`config.mk`:
```
export PLATFORM = sky130hd
export DESIGN_NAME = mnsl_cell
export DESIGN_NICKNAME = d
export VERILOG_FILES = /design/src/design/mnsl_pkg.sv /design/src/design/mnsl_cell.sv
export SDC_FILE = /design/constraint.sdc
export NUM_CORES = 1
export LEC_CHECK = 0
export BUFFER_PORTS_ARGS = -buffer_cell sky130_fd_sc_hd__clkbuf_2
export CAP_MARGIN = 20
export CORE_ASPECT_RATIO = 1.75
export CORE_UTILIZATION = 35
export CTS_CLUSTER_SIZE = 12
export DETAILED_ROUTE_END_ITERATION = 6
export PLACE_DENSITY_LB_ADDON = 0.15
export SLEW_MARGIN = 25
export SYNTH_ARGS = -nofsm -noshare
export SYNTH_HDL_FRONTEND = slang
export SYNTH_SLANG_ARGS = --single-unit
```
`constraint.sdc`:
```
create_clock -name i_clk -period 5.5 [get_ports i_clk]
set_input_delay 1.1 -clock i_clk [delete_from_list [all_inputs] [get_ports i_clk]]
set_output_delay 1.1 -clock i_clk [all_outputs]
set_load 0.02 [all_outputs]
```
`src/design/mnsl_pkg.sv`:
```
package mnsl_pkg;

    localparam int MAX_SEEDS = 64;
    localparam int MAP_SIDE  = 1024;
    localparam int IDX_W     = $clog2(MAX_SEEDS);
    localparam int COORD_W   = 10;
    localparam int DIST_W    = COORD_W + 1;
    localparam int COUNT_W   = 7;

    localparam logic [COORD_W-1:0] MAP_MAX   = COORD_W'(MAP_SIDE - 1);
    localparam logic [COUNT_W-1:0] COUNT_RST = COUNT_W'(1);

    localparam logic KIND_LOAD  = 1'b0;
    localparam logic KIND_QUERY = 1'b1;

    // Query request travelling down the cell chain with its running best match.
    typedef struct packed {
        logic               valid;
        logic [COORD_W-1:0] qx;
        logic [COORD_W-1:0] qy;
        logic [IDX_W-1:0]   best_idx;
        logic [DIST_W-1:0]  best_d;
    } t_token;

    // Seed write broadcast to every cell.
    typedef struct packed {
        logic               we;
        logic [IDX_W-1:0]   idx;
        logic [COORD_W-1:0] x;
        logic [COORD_W-1:0] y;
    } t_seed_wr;

    function automatic logic [COORD_W-1:0] clamp_coord(input logic [COORD_W-1:0] v);
        logic [COORD_W-1:0] c;
        c = (v > MAP_MAX) ? MAP_MAX : v;
        return c;
    endfunction

endpackage

```
`src/design/mnsl_cell.sv`:
```
module mnsl_cell
    import mnsl_pkg::*;
(
    input  logic             i_clk,
    input  logic             i_rst_n,
    input  logic             i_en,
    input  logic [IDX_W-1:0] i_cell_idx,
    input  logic             i_active,
    input  logic             i_first,
    input  t_seed_wr         i_wr,
    input  t_token           i_tok,
    output t_token           o_tok
);

    logic [COORD_W-1:0] r_sx;
    logic [COORD_W-1:0] r_sy;
    logic               r_valid;
    t_token             r_tok;
    t_token             n_tok;
    logic [COORD_W-1:0] dx;
    logic [COORD_W-1:0] dy;
    logic [DIST_W-1:0]  d;

    // Seed point held by this cell; only the cell whose slot matches takes it.
    always_ff @(posedge i_clk) begin
        if (i_wr.we && (i_wr.idx == i_cell_idx)) begin
            r_sx <= i_wr.x;
            r_sy <= i_wr.y;
        end
    end

    always_comb begin
        dx = (i_tok.qx >= r_sx) ? (i_tok.qx - r_sx) : (r_sx - i_tok.qx);
        dy = (i_tok.qy >= r_sy) ? (i_tok.qy - r_sy) : (r_sy - i_tok.qy);
        d  = {1'b0, dx} + {1'b0, dy};
        n_tok = i_tok;
        // Strictly smaller replaces, so a tie keeps the lower index.
        if (i_tok.valid && i_active && (i_first || (d < i_tok.best_d))) begin
            n_tok.best_idx = i_cell_idx;
            n_tok.best_d   = d;
        end
    end

    always_ff @(posedge i_clk) begin
        if (!i_rst_n) begin
            r_valid <= 1'b0;
        end else if (i_en) begin
            r_valid <= n_tok.valid;
        end
    end

    always_ff @(posedge i_clk) begin
        if (i_en) begin
            r_tok <= n_tok;
        end
    end

    always_comb begin
        o_tok       = r_tok;
        o_tok.valid = r_valid;
    end

endmodule

```
==> flow_summary.ini <==
[synth]
syn_nets = 547
synth_top_area_cell = edfxtp_1
synth_top_area_share_pct = 38.73
ys_seq_elements = 58
synth_warnings = 0
syn_area_um2 = 4419
synthMuxAreaShare_pct = 8.465
synth_top_family_by_area = adder cells
synthXorXnorAreaFrac_pct = 5.747
yosysSeqAreaShare_pct = 39.18
synth_edf_count = 57
synth_compound_area_share_pct = 14.27
ys_types = 55
synthTopCellsByArea = edfxtp_1 39%, ha_1 16%, inv_1 5.1%
synthSimpleGateAreaFrac_pct = 7.022
synth_flop_cell = edfxtp_1
syn_inst = 408
avgSynthCellArea_um2 = 10.83
synth_fa_ha_area_share_pct = 18.69
ys_async_sr_fraction_pct = 0

[power_and_ir_drop]
swShare_pct = 30.96
cellLeakagePower_nw = 3.076
p_clk_share_pct = 28.3
finalPower_mw = 1.837
pwr-share-seq_pct = 29.8
p_int_mw = 1.268
power_frac_comb_pct = 41.9
switching_power_mw = 0.5687
p_per_area_nw_per_um2 = 291.4
peakVddDrop_mv = 0.1534

[setup_path]
crit_chain = clkbuf_8, inv_12, ha_4, inv_2, fa_2, a21o_1, a221oi_2, a211o_1, buf_4, o211ai_2, mux2i_1, xnor2_1, ha_1, nand2_1, o21ai_1, a41o_1, o31ai_2, xnor2_1, ha_1, a21o_1, a2111oi_4, a31oi_4, buf_6, mux2_4
worst_setup_path_start_kind = input port
worstPathRequired_ns = 5.57
crit_slowest_cell = a2111oi_4
crit_arrival_ns = 5.59
cp-end-kind = register
critPathMaxFanout = 7
crit_type = input port to register
slowest_delay_ns = 0.36
path_buf_inv = 5
crit_family = compound AO/OA/AOI/OAI gates

[floorplanning]
core_area_um2 = 12360
die-area_um2 = 13100
die_h_um = 150.6
pin_count = 114
start_util_pct = 35.74
dieWidth_um = 86.94
rows = 54

[routing]
postRouteAntennaNets = 0
dr.pass1.iters = 4
finalWirelength_um = 10580
drt_drc_violations_left = 0
drtIter0Drc = 110
vias_per_cell = 4.711
num_vias = 3684
wl_per_cell_um = 13.53

[global_routing]
grt_start_max_net_pins = 27
overflow = 0
grt_usage_pct = 16.91
first_global_vias = 3730
grt_pass1_wl_um = 16700
antenna_found_initial = 0

[timing]
final-setup-viol-count = 2
finalHoldViolations = 0
min_period_ns = 5.512
rsz0062_at_grt = yes
worst_slack_ns = -0.01199
holdWs_ns = 0.5175
relSlewSlack_pct = 67.78
fin_skew_ns = 0.007599
drv_slew = 0
worst_pin_slew_ns = 0.4832
finalCritPeriodShare_pct = 100.2
fmax_mhz = 181.4

[clock_network]
cts_buffers = 9
cts-htree-levels = 3
cts_tree = done
cts_hold_buf = 0
root_buffer = clkbuf_16
clock-sinks = 58
cts_buffer_depth = 2
clk_latency_ns = 0.33
path_clk_slew_ns = 0.05

[final_layout]
drive_gt1_share_pct = 43.16
nNetsFinal = 748
diodes = 0
regArea_um2 = 1732
fill_cells = 1171
syn2layout_area_growth_pct = 42.64
finish.utilization_pct = 50.98
multiInputGateArea_um2 = 2567

[place]
gp_congestion = 0.8592
place_hpwl_um = 8550
place_ws_ns = -0.5608
portBuffers = 113

[worst_hold_path]
worst_hold_path_type = register to register

[outcome]
violations = negative setup slack
status = finished, violations left

[job]
cap_viol_max_count = 0
[cells in the mapped netlist (2+ instances only)]
cell type  instances
inv_1             60
ha_1              58
edfxtp_1          57
a21oi_1           25
mux2_2            19
mux2i_1           16
nor2_1            16
xnor2_1           16
a21o_1            14
o21ai_0           14
xor2_1            13
nand2_1            9
nor2b_1            7
clkbuf_1           6
nand2b_1           6
nor3_1             6
fa_1               5
nand3_1            4
nand4_1            4
o21a_1             4
o21bai_1           4
o31ai_1            4
and3_1             3
buf_2              3
a211oi_1           2
a41o_1             2
buf_6              2
o211ai_1           2
[path summary, 6_finish.rpt]
kind,start,end,slack (ns),cells after the start
max,i_tok[27],o_tok[4],-0.01,24
max reg2reg,r_sy[0],o_tok[4],0.46,21
min,r_valid,r_valid,0.52,2
min reg2reg,r_valid,r_valid,0.52,2
[sequential cells by signal, indices dropped and copies added (netlist names)]
| register | flops |
|---|---|
| r_sx | 10 |
| o_tok | 37 |
| r_sy | 10 |
| r_valid | 1 |
[through the flow]
step           instances  area, um2  setup TNS, ns
2_1_floorplan        408       4553        -0.1964
3_3_place_gp         752       5824         -8.765
3_5_place_dp         753       5844         -9.375
4_1_cts              779       6262        -0.6474
5_1_grt              782       6304         -4.800
6_report             782       6304       -0.01689
[layer usage]
layer	GRT usage (%)	vias up	part of all wire, %
met5	0	-	0
met4	8.000	0	2.5
met3	3.454	21	3.6
met2	32.28	82	56
met1	16.99	1713	38
li1	-	1868	-
[power by group through the flow]
stage	combinational (mW)	sequential (mW)	clock, mW
finish	0.770	0.548	0.519
global route	0.854	0.552	0.552
CTS	0.770	0.549	0.534
detailed placement	0.728	0.557	0
global placement	0.715	0.557	0
floorplan	0.416	0.605	0
[tightest hold or removal path: stages, from the launching register on]
cell	delay, ns
dfxtp_1	0.32
mux2i_1	0.07
nor2b_1	0.09
[cell families (layout without fill, tap and decap cells)]
kind of cell,Yosys count,after routing
DFF,58,58
AOI/OAI and AO/OA,90,91
muxes,35,35
xor gates and xnor gates,29,29
adders and majority gates,63,63
and+or+nand+nor,61,61
buffers and inverters,72,277
[layout make-up]
type                       instances  share of cell area (%)
clock buffer                      13                   4.129
clock inverter                     3                  0.2382
inverter                          60                   3.851
multi-input combinational        279                   40.73
sequential                        58                   27.47
tap                              168                   3.335
timing repair buffer             201                   20.25
[what timing repair did]
action / 4_1_cts / 5_1_grt
hold endpoints to repair: 0 / 0
pin swaps: 10 / 1
resized for setup: 14 / 7
setup buffers: 9 / 3
gates cloned: 1 / 0
endpoints found under the setup margin: 17 / 17
[cell usage in the layout (no fill, tap or decap), types with 4 or more instances in the layout]
| master | synthesis | routed |
|---|---|---|
| nand4_1 | 4 | 4 |
| nor2_1 | 16 | 15 |
| nand3_1 | 4 | 4 |
| inv_1 | 60 | 56 |
| xnor2_1 | 16 | 16 |
| clkbuf_16 | 0 | 9 |
| clkbuf_2 | 0 | 111 |
| mux2_2 | 19 | 14 |
| nand2_1 | 9 | 9 |
| nor3_1 | 6 | 6 |
| a21o_1 | 14 | 14 |
| xor2_1 | 13 | 13 |
| buf_4 | 1 | 82 |
| a21oi_1 | 25 | 23 |
| o21ai_0 | 14 | 10 |
| o21bai_1 | 4 | 4 |
| o21a_1 | 4 | 4 |
| ha_1 | 58 | 54 |
| buf_6 | 2 | 5 |
| mux2i_1 | 16 | 16 |
| nor2b_1 | 7 | 6 |
| mux2_4 | 0 | 5 |
| edfxtp_1 | 57 | 57 |
| nand2b_1 | 6 | 6 |
(Power assumes the default switching activity.)
